File: src/hdl/b64le_pkg.sv
package b64le_pkg;

  localparam logic [6:0] NlChar      = 7'h0A;
  localparam logic [6:0] PadChar     = 7'h3D;
  localparam logic [5:0] ResetGroups = 6'd18;
  localparam int unsigned GroupChars = 4;

  typedef struct packed {
    logic       op;
    logic [7:0] data_byte;
  } in_item_t;

  typedef struct packed {
    logic [6:0] out_char;
    logic       last_of_run;
  } out_item_t;

  // One unit of output work: up to four symbols (padded to four when any are
  // present) followed by an optional newline.
  typedef struct packed {
    logic [23:0] bits;
    logic [2:0]  nsym;
    logic        nl;
  } job_t;

  function automatic logic [6:0] sym64(input logic [5:0] v);
    logic [6:0] r;
    r = 7'h2F;
    case (v) inside
      [6'd0:6'd25]:  r = 7'd65 + {1'b0, v};
      [6'd26:6'd51]: r = 7'd71 + {1'b0, v};
      [6'd52:6'd61]: r = {1'b0, v} - 7'd4;
      6'd62:         r = 7'h2B;
      default:       r = 7'h2F;
    endcase
    return r;
  endfunction

endpackage

File: src/hdl/base64_line_encoder_unit.sv
// Base64 line encoder: raw bytes enter one per item (op 0) and leave as
// base64 characters, one per cycle while the output is unstalled, with a
// newline after every groups_per_line four-character groups (0 acts as 1).
// An op 1 item flushes a partial group with '=' padding and a closing
// newline; it gives nothing when no bytes are held and the line is empty.
// The input side takes an item every cycle while the job queue (QueueDepth
// entries) has room; each third byte or flush turns into one job of 1 to 5
// characters. Sustained rate is set by the single-character output port,
// which sends each three bytes as 4 or 5 characters.
// Write groups_per_line only while the block is idle.
module base64_line_encoder_unit #(
  parameter int unsigned QueueDepth = 2
) (
  input  logic                 clk_i,
  input  logic                 rst_ni,
  input  logic                 cfg_we_i,
  input  logic [5:0]           cfg_data_i,
  input  logic                 in_valid_i,
  output logic                 in_stall_o,
  input  b64le_pkg::in_item_t  in_item_i,
  output logic                 out_valid_o,
  input  logic                 out_stall_i,
  output b64le_pkg::out_item_t out_item_o
);

  logic            push, pop, q_full, q_valid;
  b64le_pkg::job_t push_job, head_job;

  b64le_front u_front (
    .clk_i      (clk_i),
    .rst_ni     (rst_ni),
    .cfg_we_i   (cfg_we_i),
    .cfg_data_i (cfg_data_i),
    .in_valid_i (in_valid_i),
    .in_stall_o (in_stall_o),
    .in_item_i  (in_item_i),
    .q_full_i   (q_full),
    .push_o     (push),
    .job_o      (push_job)
  );

  b64le_fifo #(
    .Depth (QueueDepth)
  ) u_fifo (
    .clk_i       (clk_i),
    .rst_ni      (rst_ni),
    .push_i      (push),
    .push_data_i (push_job),
    .pop_i       (pop),
    .full_o      (q_full),
    .valid_o     (q_valid),
    .pop_data_o  (head_job)
  );

  b64le_back u_back (
    .clk_i       (clk_i),
    .rst_ni      (rst_ni),
    .job_valid_i (q_valid),
    .job_i       (head_job),
    .pop_o       (pop),
    .out_valid_o (out_valid_o),
    .out_stall_i (out_stall_i),
    .out_item_o  (out_item_o)
  );

endmodule

File: src/hdl/b64le_front.sv
module b64le_front (
  input  logic              clk_i,
  input  logic              rst_ni,
  input  logic              cfg_we_i,
  input  logic [5:0]        cfg_data_i,
  input  logic              in_valid_i,
  output logic              in_stall_o,
  input  b64le_pkg::in_item_t in_item_i,
  input  logic              q_full_i,
  output logic              push_o,
  output b64le_pkg::job_t   job_o
);

  logic [5:0]  gpl_q;
  logic [15:0] held_q, held_d;
  logic [1:0]  big_q, big_d;
  logic [5:0]  gol_q, gol_d;
  logic [5:0]  limit;
  logic [6:0]  count;
  logic        wrap;
  logic        accept;

  assign in_stall_o = q_full_i;
  assign accept     = in_valid_i && !q_full_i;
  assign limit      = (gpl_q == 6'd0) ? 6'd1 : gpl_q;
  assign count      = {1'b0, gol_q} + 7'd1;
  assign wrap       = count >= {1'b0, limit};

  always_comb begin
    held_d = held_q;
    big_d  = big_q;
    gol_d  = gol_q;
    push_o = 1'b0;
    job_o  = '0;
    if (accept) begin
      if (!in_item_i.op) begin
        if (big_q != 2'd2) begin
          held_d = {held_q[7:0], in_item_i.data_byte};
          big_d  = big_q + 2'd1;
        end else begin
          push_o     = 1'b1;
          job_o.bits = {held_q, in_item_i.data_byte};
          job_o.nsym = 3'd4;
          job_o.nl   = wrap;
          held_d     = '0;
          big_d      = '0;
          gol_d      = wrap ? 6'd0 : count[5:0];
        end
      end else begin
        // flush: pad the partial group, close the line
        job_o.nl = 1'b1;
        case (big_q)
          2'd1: begin
            push_o     = 1'b1;
            job_o.bits = {held_q[7:0], 16'h0000};
            job_o.nsym = 3'd2;
          end
          2'd2: begin
            push_o     = 1'b1;
            job_o.bits = {held_q, 8'h00};
            job_o.nsym = 3'd3;
          end
          default: begin
            push_o = gol_q != 6'd0;
          end
        endcase
        held_d = '0;
        big_d  = '0;
        gol_d  = '0;
      end
    end
  end

  always_ff @(posedge clk_i or negedge rst_ni) begin
    if (!rst_ni) begin
      gpl_q  <= b64le_pkg::ResetGroups;
      held_q <= '0;
      big_q  <= '0;
      gol_q  <= '0;
    end else begin
      if (cfg_we_i) gpl_q <= cfg_data_i;
      held_q <= held_d;
      big_q  <= big_d;
      gol_q  <= gol_d;
    end
  end

endmodule

File: src/hdl/b64le_fifo.sv
module b64le_fifo #(
  parameter int unsigned Depth = 2
) (
  input  logic            clk_i,
  input  logic            rst_ni,
  input  logic            push_i,
  input  b64le_pkg::job_t push_data_i,
  input  logic            pop_i,
  output logic            full_o,
  output logic            valid_o,
  output b64le_pkg::job_t pop_data_o
);

  localparam int unsigned PtrW = (Depth > 1) ? $clog2(Depth) : 1;
  localparam int unsigned CntW = $clog2(Depth + 1);

  b64le_pkg::job_t mem_q [Depth];
  logic [PtrW-1:0] wr_q, rd_q;
  logic [CntW-1:0] cnt_q;

  assign full_o     = cnt_q == CntW'(Depth);
  assign valid_o    = cnt_q != '0;
  assign pop_data_o = mem_q[rd_q];

  always_ff @(posedge clk_i) begin
    if (push_i) mem_q[wr_q] <= push_data_i;
  end

  always_ff @(posedge clk_i or negedge rst_ni) begin
    if (!rst_ni) begin
      wr_q  <= '0;
      rd_q  <= '0;
      cnt_q <= '0;
    end else begin
      if (push_i) wr_q <= (wr_q == PtrW'(Depth - 1)) ? '0 : wr_q + 1'b1;
      if (pop_i) rd_q <= (rd_q == PtrW'(Depth - 1)) ? '0 : rd_q + 1'b1;
      if (push_i && !pop_i) cnt_q <= cnt_q + 1'b1;
      else if (pop_i && !push_i) cnt_q <= cnt_q - 1'b1;
    end
  end

  a_no_overflow: assert property (@(posedge clk_i) disable iff (!rst_ni)
    push_i |-> !full_o) else $error("push into full queue");
  a_no_underflow: assert property (@(posedge clk_i) disable iff (!rst_ni)
    pop_i |-> valid_o) else $error("pop from empty queue");
  a_cnt_range: assert property (@(posedge clk_i) disable iff (!rst_ni)
    cnt_q <= CntW'(Depth)) else $error("queue count out of range");

endmodule

File: src/hdl/b64le_back.sv
module b64le_back (
  input  logic                 clk_i,
  input  logic                 rst_ni,
  input  logic                 job_valid_i,
  input  b64le_pkg::job_t      job_i,
  output logic                 pop_o,
  output logic                 out_valid_o,
  input  logic                 out_stall_i,
  output b64le_pkg::out_item_t out_item_o
);

  logic                 out_valid_q, out_valid_d;
  b64le_pkg::out_item_t out_q, out_d;
  logic [2:0]           k_q, k_d;
  logic [2:0]           total;
  logic                 last;
  logic                 advance;
  logic [5:0]           sextet;
  logic [6:0]           ch;

  assign total   = job_i.nl ? ((job_i.nsym != 3'd0) ? 3'd5 : 3'd1) : 3'd4;
  assign last    = k_q == total - 3'd1;
  assign advance = !out_valid_q || !out_stall_i;
  assign pop_o   = advance && job_valid_i && last;

  always_comb begin
    case (k_q[1:0])
      2'd0:    sextet = job_i.bits[23:18];
      2'd1:    sextet = job_i.bits[17:12];
      2'd2:    sextet = job_i.bits[11:6];
      default: sextet = job_i.bits[5:0];
    endcase
    if (job_i.nsym != 3'd0 && k_q < 3'(b64le_pkg::GroupChars)) begin
      ch = (k_q < job_i.nsym) ? b64le_pkg::sym64(sextet) : b64le_pkg::PadChar;
    end else begin
      ch = b64le_pkg::NlChar;
    end
  end

  always_comb begin
    out_valid_d = out_valid_q;
    out_d       = out_q;
    k_d         = k_q;
    if (advance) begin
      out_valid_d = job_valid_i;
      if (job_valid_i) begin
        out_d.out_char    = ch;
        out_d.last_of_run = last;
        k_d               = last ? 3'd0 : k_q + 3'd1;
      end
    end
  end

  always_ff @(posedge clk_i or negedge rst_ni) begin
    if (!rst_ni) begin
      out_valid_q <= 1'b0;
      k_q         <= '0;
    end else begin
      out_valid_q <= out_valid_d;
      k_q         <= k_d;
    end
  end

  // payload register, no reset
  always_ff @(posedge clk_i) begin
    out_q <= out_d;
  end

  assign out_valid_o = out_valid_q;
  assign out_item_o  = out_q;

  a_mid_job_held: assert property (@(posedge clk_i) disable iff (!rst_ni)
    k_q != 3'd0 |-> job_valid_i) else $error("job left queue mid-emission");
  a_pop_marks_last: assert property (@(posedge clk_i) disable iff (!rst_ni)
    pop_o |=> out_valid_q && out_q.last_of_run)
    else $error("job retired without last marker");
  a_k_range: assert property (@(posedge clk_i) disable iff (!rst_ni)
    k_q <= 3'd4) else $error("character index out of range");

endmodule
File: config.mk
export PLATFORM = sky130hd
export DESIGN_NAME = base64_line_encoder_unit
export DESIGN_NICKNAME = d
export VERILOG_FILES = /design/src/hdl/b64le_pkg.sv /design/src/hdl/base64_line_encoder_unit.sv /design/src/hdl/b64le_front.sv /design/src/hdl/b64le_fifo.sv /design/src/hdl/b64le_back.sv
export SDC_FILE = /design/constraint.sdc
export NUM_CORES = 1
export LEC_CHECK = 0
export BUFFER_PORTS_ARGS = -buffer_cell sky130_fd_sc_hd__buf_4
export CAP_MARGIN = 20
export CORE_UTILIZATION = 55
export CTS_CLUSTER_SIZE = 14
export DETAILED_ROUTE_END_ITERATION = 10
export PLACE_DENSITY = 0.83
export SKIP_CTS_REPAIR_TIMING = 1
export SYNTH_ARGS = -nofsm -noshare
export SYNTH_HDL_FRONTEND = slang
export SYNTH_SLANG_ARGS = --single-unit
File: constraint.sdc
create_clock -name clk_i -period 4.28 [get_ports clk_i]
set_input_delay 1.07 -clock clk_i [delete_from_list [all_inputs] [get_ports clk_i]]
set_output_delay 1.07 -clock clk_i [all_outputs]
set_load 0.1 [all_outputs]
==> flow_metrics.py <==
metrics = {
    "status": {
        "status": "finished clean",
    },
    "placed_design": {
        "portBuffers": 29,
        "dpl.hpwl_mm": 7.43,
        "place_congestion": 0.872,
    },
    "synth": {
        "synth_warnings": 0,
        "yosys_register_bits": 102,
        "ys_types": 58,
        "synth_edf_count": 64,
        "synthesis.nets": 512,
        "yosysTopAreaCellShare": 0.369,
        "ys_async_sr_fraction": 0.373,
        "syn_area_mm2": 0.00521,
        "synth_cells": 461,
        "yosysTopAreaCell": "edfxtp_1",
        "ys_seq_area_frac": 0.552,
        "synth_area_leaders": "edfxtp_1 (37%), dfrtp_1 (17%), ha_1 (7.4%), nand2_1 (4.8%), nand3_1 (3.1%)",
        "avgSynthCellArea_um2": 11.3,
        "synth_flop_cell": "edfxtp_1",
    },
    "clocking": {
        "root_buffer": "clkbuf_8",
        "cts_buffer_depth": 2,
        "cts_made_buffers": 9,
        "cts_tree": "built",
        "clock_latency_ns": 0.35,
        "path_clk_slew_ns": 0.10,
        "cts_max_level": 3,
        "cts.sinks": 102,
    },
    "global_routing": {
        "overflow": 0,
        "grt_pass1_wl_mm": 16.7,
        "grt_max_degree": 39,
        "globalRouteTotalUtil": 0.219,
        "antenna_found_initial": 0,
        "grt_pass1_vias": 3457,
    },
    "setup_path": {
        "start_kind": "flip-flop",
        "critPathKind": "flip-flop to flip-flop",
        "critPathBufInv": 2,
        "path_cells": "inv_1 -> ha_1 -> a222oi_1 -> nand2_1 -> and3_2 -> inv_2 -> ha_1 -> nor2b_1 -> nor2_1 -> a21oi_1 -> a21oi_1 -> a221oi_1 -> a21o_1",
        "crit_slowest_cell": "a21oi_1",
        "arrival_ns": 3.75,
        "max_stage_delay_ns": 0.61,
        "required_ns": 4.40,
        "worstPathMaxFanout": 12,
        "cpLargestDelayFamily": "compound AO/OA/AOI/OAI gates",
        "cp-end-kind": "flip-flop",
    },
    "cells_and_area": {
        "antenna_cells": 0,
        "drive_above_1_share": 0.143,
        "area_growth_pct": 9.49,
        "mostFrequentLayoutCells": "nand2_1 (66), edfxtp_1 (64), dfrtp_1 (36)",
        "nNetsFinal": 535,
        "final_common_cell": "nand2_1",
        "fill_cells": 736,
    },
    "route": {
        "postRouteAntennaNets": 0,
        "finalWirelength_mm": 10.1,
        "viasPerCell": 5.86,
        "dr.pass1.iters": 5,
        "drc": 0,
        "wl_per_cell_um": 16.8,
        "num_vias": 3514,
        "drt_iter0_drc": 237,
    },
    "sta": {
        "timing.fmax_ghz": 0.276,
        "tns_ns": 0,
        "final-hold-violation-count": 0,
        "setup_violations": 0,
        "worstMarginPinSlew_ns": 0.965,
        "post-route-period-util": 0.847,
        "slew_headroom": 0.354,
        "maxSlewViolCount": 0,
        "fin_skew_ns": 0.0168,
        "grt_setup_unrepaired": "false",
        "final.min_clock_period_ns": 3.62,
    },
    "run": {
        "cap_violations": 0,
    },
    "floorplanning": {
        "die_x_um": 99.3,
        "io_pins": 30,
        "core-area_mm2": 0.00920,
        "rows": 35,
        "die_h_um": 99.3,
        "start_util": 0.566,
        "dieArea_mm2": 0.00986,
    },
    "min_path": {
        "hold_class": "flip-flop to flip-flop",
    },
}
[cell type report]
cell class                 instances  area [um2]  area share
clock buffer                      12         176      0.0309
clock inverter                     4        56.3     0.00987
inverter                          18        67.6      0.0118
multi-input combinational        320        2140       0.375
sequential                       102        2880       0.504
tap                              111         139      0.0244
timing repair buffer              33         248      0.0434
[cells by family (layout without fill, tap and decap cells)]
family	Yosys count	in the layout	share of synthesized area
DFF	102	102	0.552
adders and majority gates	31	31	0.0745
xor gates and xnor gates	16	16	0.0269
buffers and inverters	39	67	0.0375
and+or+nand+nor	175	175	0.162
muxes	14	14	0.0281
AOI/OAI and AO/OA	84	84	0.119
[tightest hold or removal path, stage by stage, from the launching register on]
cell and delay (ns):
dfrtp_1 0.36, nand2_1 0.05, nand2_1 0.05
[worst paths after layout]
| check | startpoint | to | slack, ns | depth (start not counted) |
|---|---|---|---|---|
| max | u_back.k_q[0]$_DFFE_PN0P_ | u_back.out_item_o[2]$_SDFFCE_PN1P_ | 0.66 | 13 |
| min | u_front.held_q[11]$_DFFE_PN0P_ | u_front.held_q[11]$_DFFE_PN0P_ | 0.48 | 2 |
| max reg2reg | u_back.k_q[0]$_DFFE_PN0P_ | u_back.out_item_o[2]$_SDFFCE_PN1P_ | 0.66 | 13 |
| min reg2reg | u_front.held_q[11]$_DFFE_PN0P_ | u_front.held_q[11]$_DFFE_PN0P_ | 0.48 | 2 |
| max in group asynchronous | rst_ni | u_front.gpl_q[1]$_DFFE_PN1P_ | 3.25 | 1 |
| min in group asynchronous | rst_ni | u_fifo.cnt_q[1]$_DFFE_PN0P_ | 0.66 | 1 |
[flip-flops by register name, indices dropped and copies added (netlist names)]
name and cells:
u_fifo.mem_q 56, u_front.held_q 16, u_back.out_item_o 8, u_front.gol_q 6, u_front.gpl_q 6, u_back.k_q 3
u_fifo.cnt_q 2, u_front.big_q 2, u_back.out_valid_o 1, u_fifo.rd_q 1, u_fifo.wr_q 1
[through the flow]
| stage | area (um2) | util | setup slack (ns) | hold slack (ns) | std cells |
|---|---|---|---|---|---|
| after floorplan | 5210 | - | 0.702 | 0.440 | 461 |
| after global placement | 5470 | 0.595 | 0.860 | 0.450 | 584 |
| after detailed placement | 5470 | 0.595 | 0.728 | 0.461 | 584 |
| after CTS | 5700 | 0.620 | 0.677 | 0.482 | 600 |
| after global routing | 5700 | 0.620 | 0.306 | 0.508 | 600 |
| final | 5700 | 0.620 | 0.656 | 0.483 | 600 |
[cell usage after synthesis (all sizes together), types with 3 or more instances]
cell	instances
a22oi	21
a31oi	4
nor2b	4
nor2	26
o21ai	19
and3	15
xor2	5
nor3	9
buf	9
o31ai	4
a221oi	3
mux2	5
a21oi	11
a22o	5
nand2	66
nand2b	5
ha	31
edfxtp	64
nand3	34
inv	18
dfrtp	36
clkbuf	12
xnor2	11
mux2i	9
and2	11
a21o	3
[per-layer routing]
metal	share of wire	routed length [um]	up-vias	global-route usage
met5	0	0	-	0
met4	0.030	297	0	0.0837
met3	0.043	434	25	0.0450
met2	0.47	4770	93	0.361
met1	0.45	4550	1691	0.287
li1	-	-	1705	-
Power is left out: the tool's default activity adds up to more than one toggle a clock period on the data nets, which glitch-free logic cannot reach.
